File: src/design/assert_macros.svh
// assertion helpers shared by the rtl files
`ifndef ASSERT_MACROS_SVH
`define ASSERT_MACROS_SVH

`ifndef SYNTHESIS

// property that must hold at every clock edge out of reset
`define ASSERT_PROP(label, clk, rst, prop) \
   label: assert property (@(posedge clk) disable iff (rst) (prop)) \
      else $error("assertion failed");

// consequence that must hold in the cycle after the antecedent
`define ASSERT_NEXT(label, clk, rst, ante, cons) \
   label: assert property (@(posedge clk) disable iff (rst) (ante) |=> (cons)) \
      else $error("assertion failed");

`else

`define ASSERT_PROP(label, clk, rst, prop)
`define ASSERT_NEXT(label, clk, rst, ante, cons)

`endif

`endif

File: src/design/tsp_pkg.sv
package tsp_pkg;

   localparam logic [1:0] MODE_WRITE = 2'd0;
   localparam logic [1:0] MODE_START = 2'd1;
   localparam logic [1:0] MODE_TICK  = 2'd2;

   localparam int CSR_IDX_W  = 2;
   localparam int CSR_DATA_W = 10;

   localparam logic [CSR_IDX_W-1:0] CSR_GAP_MS      = 2'd0;
   localparam logic [CSR_IDX_W-1:0] CSR_DUAL_OUTPUT = 2'd1;
   localparam logic [CSR_IDX_W-1:0] CSR_REST_LEVEL  = 2'd2;

   localparam logic [9:0] GAP_MS_RESET = 10'd10;

   localparam int FREQ_W    = 16;
   localparam int DUR_W     = 16;
   localparam int ELAPSED_W = 16;

   localparam logic [3:0] RES_MIN_BITS = 4'd4;
   localparam logic [3:0] RES_MAX_BITS = 4'd13;

   // wide enough for the frequency shifted left by the widest resolution less one
   localparam int SHIFT_W = FREQ_W + 12;

   typedef struct packed {
      logic [1:0]  mode;
      logic [5:0]  entry_index;
      logic [15:0] entry_freq;
      logic [15:0] entry_duration;
      logic [6:0]  seq_length;
   } tsp_req_type;

   typedef struct packed {
      logic [15:0] tone_freq;
      logic [3:0]  res_width;
      logic [12:0] duty_value;
      logic        playing;
      logic        second_enabled;
   } tsp_rsp_type;

   typedef struct packed {
      logic capture;
      logic apply;
      logic update;
      logic load_freq;
      logic res_init;
      logic res_step;
      logic emit;
   } tsp_cmd_type;

   typedef struct packed {
      logic fetch_tick;
      logic fetch_load;
      logic need_load;
      logic res_done;
   } tsp_status_type;

endpackage

File: src/design/tone_sequence_player_top.sv
// tone sequence player: plays a stored table of tones for a buzzer pwm.
// items come in on req_data and are taken at a clock edge with start high
// and busy low. mode write loads a table entry and stops playback, mode
// start plays the first seq_length entries from entry 0, mode tick
// advances playback by one millisecond.
// every item gives one result on rsp_data, valid for the single cycle in
// which rsp_strobe is high; the receiver cannot hold it off.
// before the strobe the item passes through the apply state,
// up to two table reads for a tick, then the pwm resolution search,
// which tries one resolution per cycle, from 4 up to 13 bits.
// busy drops in the strobe cycle, so the next item may be taken there.
// the csr port writes gap_ms, dual_output and the rest pin level at any
// edge with csr_we high; write them only while busy is low and no strobe
// is due.
// synchronous reset stops playback, sets gap_ms to 10 and leaves the
// tone table undefined until written.
module tone_sequence_player_top #(
   parameter int MAX_TONES = 64,
   parameter int CLOCK_HZ  = 80000000
) (
   input  logic                           clock,
   input  logic                           reset,
   input  logic                           start,
   output logic                           busy,
   input  tsp_pkg::tsp_req_type           req_data,
   output logic                           rsp_strobe,
   output tsp_pkg::tsp_rsp_type           rsp_data,
   input  logic                           csr_we,
   input  logic [tsp_pkg::CSR_IDX_W-1:0]  csr_index,
   input  logic [tsp_pkg::CSR_DATA_W-1:0] csr_wdata
);
   import tsp_pkg::*;

   tsp_cmd_type    cmd;
   tsp_status_type status;

   tsp_ctrl u_ctrl (
      .clock      (clock),
      .reset      (reset),
      .start      (start),
      .status     (status),
      .busy       (busy),
      .rsp_strobe (rsp_strobe),
      .cmd        (cmd)
   );

   tsp_datapath #(
      .MAX_TONES (MAX_TONES),
      .CLOCK_HZ  (CLOCK_HZ)
   ) u_datapath (
      .clock     (clock),
      .reset     (reset),
      .req_data  (req_data),
      .csr_we    (csr_we),
      .csr_index (csr_index),
      .csr_wdata (csr_wdata),
      .cmd       (cmd),
      .status    (status),
      .rsp_data  (rsp_data)
   );

endmodule

File: src/design/tsp_ctrl.sv
`include "assert_macros.svh"

module tsp_ctrl (
   input  logic                    clock,
   input  logic                    reset,
   input  logic                    start,
   input  tsp_pkg::tsp_status_type status,
   output logic                    busy,
   output logic                    rsp_strobe,
   output tsp_pkg::tsp_cmd_type    cmd
);
   import tsp_pkg::*;

   localparam logic [3:0] ST_IDLE     = 4'd0;
   localparam logic [3:0] ST_APPLY    = 4'd1;
   localparam logic [3:0] ST_FETCH_T  = 4'd2;
   localparam logic [3:0] ST_UPDATE   = 4'd3;
   localparam logic [3:0] ST_FETCH_L  = 4'd4;
   localparam logic [3:0] ST_LOAD     = 4'd5;
   localparam logic [3:0] ST_RES_INIT = 4'd6;
   localparam logic [3:0] ST_RES_RUN  = 4'd7;
   localparam logic [3:0] ST_RESPOND  = 4'd8;

   logic [3:0] state_ff;
   logic [3:0] state_in;
   logic       rsp_strobe_ff;
   logic       accept;

   assign busy       = (state_ff != ST_IDLE);
   assign accept     = start && !busy;
   assign rsp_strobe = rsp_strobe_ff;

   always_comb begin
      state_in = state_ff;
      unique case (state_ff)
         ST_IDLE: begin
            if (accept) state_in = ST_APPLY;
         end
         ST_APPLY: begin
            priority if (status.fetch_tick) state_in = ST_FETCH_T;
            else if (status.fetch_load)     state_in = ST_FETCH_L;
            else                            state_in = ST_RES_INIT;
         end
         ST_FETCH_T:  state_in = ST_UPDATE;
         ST_UPDATE: begin
            state_in = status.need_load ? ST_FETCH_L : ST_RES_INIT;
         end
         ST_FETCH_L:  state_in = ST_LOAD;
         ST_LOAD:     state_in = ST_RES_INIT;
         ST_RES_INIT: state_in = ST_RES_RUN;
         ST_RES_RUN: begin
            if (status.res_done) state_in = ST_RESPOND;
         end
         ST_RESPOND:  state_in = ST_IDLE;
         default:     state_in = ST_IDLE;
      endcase
   end

   always_comb begin
      cmd.capture   = accept;
      cmd.apply     = (state_ff == ST_APPLY);
      cmd.update    = (state_ff == ST_UPDATE);
      cmd.load_freq = (state_ff == ST_LOAD);
      cmd.res_init  = (state_ff == ST_RES_INIT);
      cmd.res_step  = (state_ff == ST_RES_RUN) && !status.res_done;
      cmd.emit      = (state_ff == ST_RESPOND);
   end

   always_ff @(posedge clock) begin
      if (reset) begin
         state_ff      <= ST_IDLE;
         rsp_strobe_ff <= 1'b0;
      end else begin
         state_ff      <= state_in;
         rsp_strobe_ff <= (state_ff == ST_RESPOND);
      end
   end

   `ASSERT_NEXT(a_respond_strobe, clock, reset, state_ff == ST_RESPOND, rsp_strobe_ff)
   `ASSERT_PROP(a_strobe_idle, clock, reset, !rsp_strobe_ff || !busy)
   `ASSERT_NEXT(a_accept_apply, clock, reset, accept, state_ff == ST_APPLY)

endmodule

File: src/design/tsp_datapath.sv
`include "assert_macros.svh"

module tsp_datapath #(
   parameter int MAX_TONES = 64,
   parameter int CLOCK_HZ  = 80000000
) (
   input  logic                              clock,
   input  logic                              reset,
   input  tsp_pkg::tsp_req_type              req_data,
   input  logic                              csr_we,
   input  logic [tsp_pkg::CSR_IDX_W-1:0]     csr_index,
   input  logic [tsp_pkg::CSR_DATA_W-1:0]    csr_wdata,
   input  tsp_pkg::tsp_cmd_type              cmd,
   output tsp_pkg::tsp_status_type           status,
   output tsp_pkg::tsp_rsp_type              rsp_data
);
   import tsp_pkg::*;

   localparam int IDX_W = (MAX_TONES > 1) ? $clog2(MAX_TONES) : 1;
   localparam int LEN_W = $clog2(MAX_TONES + 1);
   localparam logic [31:0] TONES_U = 32'(MAX_TONES);
   // floor(clk / (1024 f)) equals floor(floor(clk / 1024) / f)
   localparam logic [31:0] RES_NUM = 32'(CLOCK_HZ / 1024);

   tsp_req_type req_ff;

   logic [CSR_DATA_W-1:0] gap_ff, gap_in;
   logic                  dual_ff, dual_in;

   logic [LEN_W-1:0]     active_len_ff, active_len_in;
   logic [LEN_W-1:0]     cur_ff, cur_in;
   logic [ELAPSED_W-1:0] elapsed_ff, elapsed_in;
   logic                 in_gap_ff, in_gap_in;
   logic                 active_ff, active_in;
   logic [FREQ_W-1:0]    sound_ff, sound_in;

   logic [3:0]           res_bits_ff, res_bits_in;
   logic [SHIFT_W-1:0]   res_shift_ff, res_shift_in;
   logic                 res_done_ff, res_done_in;

   tsp_rsp_type          rsp_ff;

   logic [FREQ_W+DUR_W-1:0] tone_mem [MAX_TONES];
   logic [FREQ_W+DUR_W-1:0] rd_ff;
   logic                    mem_we;
   logic [IDX_W-1:0]        wr_addr;
   logic [IDX_W-1:0]        rd_addr;

   logic [ELAPSED_W-1:0] elapsed_inc;
   logic [LEN_W-1:0]     cur_next;
   logic                 tone_over;
   logic                 gap_over;
   logic                 seq_over;
   logic [LEN_W-1:0]     len_sat;

   assign wr_addr = IDX_W'(req_ff.entry_index);
   assign rd_addr = cur_ff[IDX_W-1:0];
   assign mem_we  = cmd.apply && (req_ff.mode == MODE_WRITE) &&
                    (32'(req_ff.entry_index) < TONES_U);

   always_ff @(posedge clock) begin
      if (mem_we) tone_mem[wr_addr] <= {req_ff.entry_freq, req_ff.entry_duration};
      rd_ff <= tone_mem[rd_addr];
   end

   // tick arithmetic on the entry that was just read
   assign elapsed_inc = (elapsed_ff == {ELAPSED_W{1'b1}}) ? elapsed_ff
                                                          : elapsed_ff + 1'b1;
   assign cur_next  = cur_ff + 1'b1;
   assign tone_over = (elapsed_inc >= rd_ff[DUR_W-1:0]);
   assign gap_over  = (elapsed_inc >= ELAPSED_W'(gap_ff));
   assign seq_over  = (cur_next >= active_len_ff);
   assign len_sat   = (32'(req_ff.seq_length) > TONES_U) ? LEN_W'(MAX_TONES)
                                                         : LEN_W'(req_ff.seq_length);

   always_comb begin
      status.fetch_tick = (req_ff.mode == MODE_TICK) && active_ff;
      status.fetch_load = (req_ff.mode == MODE_START) && (req_ff.seq_length != 7'd0);
      status.need_load  = in_gap_ff && gap_over && !seq_over;
      status.res_done   = res_done_ff;
   end

   always_comb begin
      active_len_in = active_len_ff;
      cur_in        = cur_ff;
      elapsed_in    = elapsed_ff;
      in_gap_in     = in_gap_ff;
      active_in     = active_ff;
      sound_in      = sound_ff;

      if (cmd.apply) begin
         if (req_ff.mode == MODE_WRITE || req_ff.mode == MODE_START) begin
            active_in  = 1'b0;
            in_gap_in  = 1'b0;
            elapsed_in = '0;
            cur_in     = '0;
            sound_in   = '0;
         end
         if (req_ff.mode == MODE_START) begin
            active_len_in = len_sat;
            active_in     = (len_sat != '0);
         end
      end else if (cmd.update) begin
         elapsed_in = elapsed_inc;
         if (!in_gap_ff) begin
            if (tone_over) begin
               sound_in   = '0;
               elapsed_in = '0;
               in_gap_in  = 1'b1;
            end
         end else if (gap_over) begin
            elapsed_in = '0;
            in_gap_in  = 1'b0;
            if (seq_over) begin
               active_in = 1'b0;
               cur_in    = '0;
               sound_in  = '0;
            end else begin
               cur_in = cur_next;
            end
         end
      end else if (cmd.load_freq) begin
         sound_in = rd_ff[FREQ_W+DUR_W-1:DUR_W];
      end
   end

   // resolution search: one doubling of the frequency per step
   always_comb begin
      res_bits_in  = res_bits_ff;
      res_shift_in = res_shift_ff;
      res_done_in  = res_done_ff;
      if (cmd.res_init) begin
         res_bits_in  = RES_MIN_BITS;
         res_shift_in = SHIFT_W'(sound_ff) << RES_MIN_BITS;
         res_done_in  = 1'b0;
      end else if (cmd.res_step) begin
         priority if (sound_ff == '0) begin
            res_bits_in = RES_MAX_BITS;
            res_done_in = 1'b1;
         end else if (res_bits_ff == RES_MAX_BITS || 32'(res_shift_ff) > RES_NUM) begin
            res_done_in = 1'b1;
         end else begin
            res_bits_in  = res_bits_ff + 1'b1;
            res_shift_in = res_shift_ff << 1;
         end
      end
   end

   always_comb begin
      gap_in  = gap_ff;
      dual_in = dual_ff;
      if (csr_we) begin
         unique case (csr_index)
            CSR_GAP_MS:      gap_in  = csr_wdata;
            CSR_DUAL_OUTPUT: dual_in = csr_wdata[0];
            CSR_REST_LEVEL: begin
               // pin level only, no result field depends on it
            end
            default: begin
            end
         endcase
      end
   end

   always_ff @(posedge clock) begin
      if (reset) begin
         gap_ff        <= GAP_MS_RESET;
         dual_ff       <= 1'b0;
         active_len_ff <= '0;
         cur_ff        <= '0;
         elapsed_ff    <= '0;
         in_gap_ff     <= 1'b0;
         active_ff     <= 1'b0;
         sound_ff      <= '0;
         res_done_ff   <= 1'b0;
      end else begin
         gap_ff        <= gap_in;
         dual_ff       <= dual_in;
         active_len_ff <= active_len_in;
         cur_ff        <= cur_in;
         elapsed_ff    <= elapsed_in;
         in_gap_ff     <= in_gap_in;
         active_ff     <= active_in;
         sound_ff      <= sound_in;
         res_done_ff   <= res_done_in;
      end
   end

   always_ff @(posedge clock) begin
      if (cmd.capture) req_ff <= req_data;
      res_bits_ff  <= res_bits_in;
      res_shift_ff <= res_shift_in;
      if (cmd.emit) begin
         rsp_ff.tone_freq      <= sound_ff;
         rsp_ff.res_width      <= res_bits_ff;
         rsp_ff.duty_value     <= (sound_ff != '0) ? (13'd1 << (res_bits_ff - 4'd1)) : 13'd0;
         rsp_ff.playing        <= active_ff;
         rsp_ff.second_enabled <= dual_ff;
      end
   end

   assign rsp_data = rsp_ff;

   `ASSERT_PROP(a_entry_in_range, clock, reset, !active_ff || (cur_ff < active_len_ff))
   `ASSERT_PROP(a_idle_clear, clock, reset,
      active_ff || (!in_gap_ff && elapsed_ff == '0 && sound_ff == '0))
   `ASSERT_PROP(a_res_range, clock, reset,
      !res_done_ff || (res_bits_ff >= RES_MIN_BITS && res_bits_ff <= RES_MAX_BITS))

endmodule
File: config.mk
export PLATFORM = sky130hd
export DESIGN_NAME = tone_sequence_player_top
export DESIGN_NICKNAME = d
export VERILOG_FILES = /design/src/design/tsp_pkg.sv /design/src/design/tone_sequence_player_top.sv /design/src/design/tsp_ctrl.sv /design/src/design/tsp_datapath.sv
export VERILOG_INCLUDE_DIRS = /design/src /design/src/design
export SDC_FILE = /design/constraint.sdc
export NUM_CORES = 2
export LEC_CHECK = 0
export BUFFER_PORTS_ARGS = -buffer_cell sky130_fd_sc_hd__buf_2
export CAP_MARGIN = 0
export CELL_PAD_IN_SITES_DETAIL_PLACEMENT = 0
export CELL_PAD_IN_SITES_GLOBAL_PLACEMENT = 1
export CORE_ASPECT_RATIO = 1.5
export CORE_MARGIN = 4
export CORE_UTILIZATION = 61
export CTS_CLUSTER_SIZE = 40
export DETAILED_ROUTE_END_ITERATION = 6
export GPL_TIMING_DRIVEN = 1
export PLACE_DENSITY = 0.89
export RECOVER_POWER = 50
export SLEW_MARGIN = 20
export SYNTH_ARGS = -nofsm -noshare
export SYNTH_HDL_FRONTEND = slang
export SYNTH_SLANG_ARGS = --single-unit
File: constraint.sdc
create_clock -name clock -period 6.7 [get_ports clock]
set_clock_uncertainty 0.1 [all_clocks]
set_input_delay 1.34 -clock clock [delete_from_list [all_inputs] [get_ports clock]]
set_output_delay 1.34 -clock clock [all_outputs]
set_load 0.02 [all_outputs]
==> results.py <==
metrics = {
    "outcome": {
        "status": "complete, but fails checks",
        "failed_checks": "capacitance limit, slew limit",
    },
    "global_routing": {
        "antenna_found_initial": 10,
        "grt_max_degree": 143,
        "first_global_vias": 43000,
        "grt_overflow": 0,
        "busiest_layer": "met2",
        "grt_pass1_wl_um": 312000,
        "grt_use_total": 0.299,
        "grt_use_met3": 0.0583,
        "use_met2": 0.520,
        "met1_usage": 0.377,
    },
    "clock_network": {
        "cts_num_sinks": 2255,
        "cts_root_buf": "clkbuf_16",
        "cts_tree": "done",
        "post_cts_resized": 0,
        "path_clk_slew_ns": 0.06,
        "cts_htree_levels": 4,
        "post_cts_buffers": 0,
        "worstSkewPairLatency_ns": 0.85,
        "cts_buffers": 191,
        "hold_buffers": 0,
        "cts_buffer_depth": 3,
    },
    "logic_synthesis": {
        "synth-main-ff-cell": "edfxtp_1",
        "synth_edf_count": 2146,
        "synth_most_common_cell": "edfxtp_1",
        "async_flop_share": 0,
        "seq_area_frac_synth": 0.774,
        "avgSynthCellArea_um2": 23.3,
        "synth.largest_area_cell": "edfxtp_1",
        "synthesis.nets": 3800,
        "synth_warnings": 0,
        "synth_cells": 3696,
        "synth.cell_area_um2": 86000,
        "synth_cell_type_count": 69,
        "synth_top_area_frac": 0.749,
        "ys_seq_elements": 2255,
        "synth_common_cells": "edfxtp_1 (2146), mux4_2 (656), nor2_1 (127), clkbuf_1 (118), dfxtp_1 (109)",
        "ys_top_cells_by_area": "edfxtp_1 (75%), mux4_2 (17%), dfxtp_1 (2.5%)",
    },
    "sta": {
        "period_share": 0.736,
        "final.min_clock_period_ns": 4.93,
        "drv_slew": 2214,
        "finalSetupTns_ns": 0,
        "slew_headroom": -1.25,
        "setup_violations": 0,
        "worstMarginPinSlew_ns": 3.37,
        "fmax_mhz": 203,
        "rsz0062_at_grt": "false",
        "finalHoldViolCount": 0,
    },
    "place": {
        "place_area_um2": 89800,
        "hpwl_um": 114000,
        "port_buffers": 99,
        "gp_congestion": 0.833,
    },
    "worst_setup_path": {
        "r2r_setup_slack_ns": 1.77,
        "path_cells": "nand2_1 -> nor4_2 -> buf_4 -> nor3b_1 -> nand2_1 -> nor2_4 -> buf_4",
        "worstPathMaxFanout": 18,
        "worst_path_max_delay_cell": "nand2_1",
        "worstSetupPathType": "reg -> reg",
        "startpoint_type": "flop",
        "cp.arrival_ns": 5.32,
        "cp-end-kind": "flop",
        "critical_path.max_stage_delay_ns": 1.00,
        "required_ns": 7.09,
    },
    "power": {
        "pwr-share-clk": 0.410,
        "cellInternalPower_mw": 22.1,
        "powerDensity_nw_per_um2": 289,
        "peakVddDrop_v": 0.000343,
        "combinationalPowerShare": 0.023,
        "seq_power_share": 0.567,
        "p_leak_nw": 29.0,
        "power.share.switching": 0.205,
        "p_sw_mw": 5.71,
    },
    "detailed_routing": {
        "drt_wl_total_um": 217000,
        "vias": 42100,
        "antenna_left": 0,
        "drtPass1Iterations": 5,
        "drt_iter0_drc": 6379,
        "wl_per_cell_um": 36.4,
        "viasPerCell": 7.06,
        "drc": 0,
    },
    "final_layout": {
        "stdcell_area_um2": 96100,
        "final_nets": 4036,
        "drive_above_1_share": 0.304,
        "syn2layout_area_growth_pct": 11.7,
        "nFillCells": 7837,
    },
    "floorplanning": {
        "num_rows": 168,
        "die_x_um": 315,
        "initial_core_util": 0.615,
        "dieArea_um2": 147000,
        "top_level_ports": 100,
        "coreArea_um2": 140000,
        "chipHeight_um": 468,
    },
    "job": {
        "maxCapViolCount": 35,
    },
    "hold_path": {
        "hp-class": "reg -> reg",
    },
}
## layout make-up
cell class | instances | area, um2 | area share
Antenna cell | 2 | 5.00 | 0.0000521
Clock buffer | 245 | 5130 | 0.0534
Clock inverter | 110 | 1180 | 0.0123
Inverter | 44 | 165 | 0.00172
Multi-Input combinational cell | 1213 | 19000 | 0.198
Sequential cell | 2255 | 66600 | 0.693
Tap cell | 1870 | 2340 | 0.0243
Timing Repair Buffer | 227 | 1600 | 0.0166
## critical path: cells and delay by family (launching register included)
| family | cells | cell delay (ns) |
|---|---|---|
| buf+inv | 2 | 0.68 |
| flops | 1 | 0.45 |
| simple gates | 5 | 3.33 |
## power by group through the flow
stage / registers (mW) / clock network [mW] / logic, mW
floorplan: 16.2 / 0 / 0.183
global route: 15.8 / 12.1 / 0.693
finish: 15.8 / 11.4 / 0.639
CTS: 15.7 / 11.5 / 0.647
global placement: 16.0 / 0 / 0.594
detailed placement: 16.0 / 0 / 0.635
## final timing paths
path	to	cells past startpoint	from
hold reg to reg	u_datapath.rsp_data[0]$_DFFE_PP_	0	u_datapath.dual_ff$_SDFFE_PP0P_
hold / removal	u_datapath.rsp_data[0]$_DFFE_PP_	0	u_datapath.dual_ff$_SDFFE_PP0P_
setup / recovery	u_datapath.tone_mem[32][18]$_DFFE_PP_	7	u_ctrl.state_ff[0]$_SDFFE_PP0P_
setup reg to reg	u_datapath.tone_mem[32][18]$_DFFE_PP_	7	u_ctrl.state_ff[0]$_SDFFE_PP0P_
## cell usage in the layout (no fill, tap or decap), types with 15 or more instances in the layout
cell,count
edfxtp_1,2146
mux4_2,656
clkbuf_16,196
dfxtp_1,103
buf_2,96
clkbuf_1,82
buf_4,75
nor2_4,64
nor2_1,61
nand2_1,50
inv_1,44
clkinv_1,44
ha_1,41
mux2_2,35
a21oi_1,35
o21ai_0,24
clkinv_2,24
bufinv_16,22
mux2i_1,19
nand3_1,18
nor3_1,17
a32o_1,16
nor4_1,15
## state kept, by name, indices dropped and copies added, names as in the netlist
register	cells
u_ctrl.rsp_strobe	1
u_ctrl.state_ff	4
u_datapath.active_ff	1
u_datapath.active_len_ff	7
u_datapath.cur_ff	7
u_datapath.dual_ff	1
u_datapath.elapsed_ff	16
u_datapath.gap_ff	10
u_datapath.in_gap_ff	1
u_datapath.rd_ff	32
u_datapath.req_ff	41
u_datapath.res_bits_ff	4
u_datapath.res_done_ff	1
u_datapath.res_shift_ff	24
u_datapath.rsp_data	35
u_datapath.sound_ff	16
u_datapath.tone_mem	2048
u_datapath.wr_addr	6
## routing by layer
metal  up-vias  share of wire  wire (um)
li1      16200              -          -
met1     22200           0.33      70800
met2      3166           0.53     116000
met3       586          0.097      21000
met4         8          0.043       9390
met5         -        0.00022         48
## logic make-up after synthesis
| group | after synthesis | share of synthesized area |
|---|---|---|
| compound gates | 138 | 0.0113 |
| xor+xnor | 14 | 0.00143 |
| flops | 2255 | 0.774 |
| mux | 710 | 0.179 |
| buf+inv | 228 | 0.0103 |
| simple gates | 310 | 0.0181 |
| fa+ha+maj | 41 | 0.00596 |
## per-stage QoR
stage / power [mW] / hold WS, ns / util / cells / worst slack (ns)
after floorplan: 16.3 / 0.308 / - / 3696 / 2.80
after global placement: 16.6 / 0.315 / 0.640 / 5599 / 2.33
after detailed placement: 16.6 / 0.324 / 0.642 / 5606 / 2.19
after CTS: 27.8 / 0.347 / 0.687 / 5961 / 1.98
after global routing: 28.6 / 0.348 / 0.686 / 5965 / 1.69
final: 27.8 / 0.337 / 0.686 / 5966 / 1.77
No activity file was read; power rests on OpenSTA's default activity.
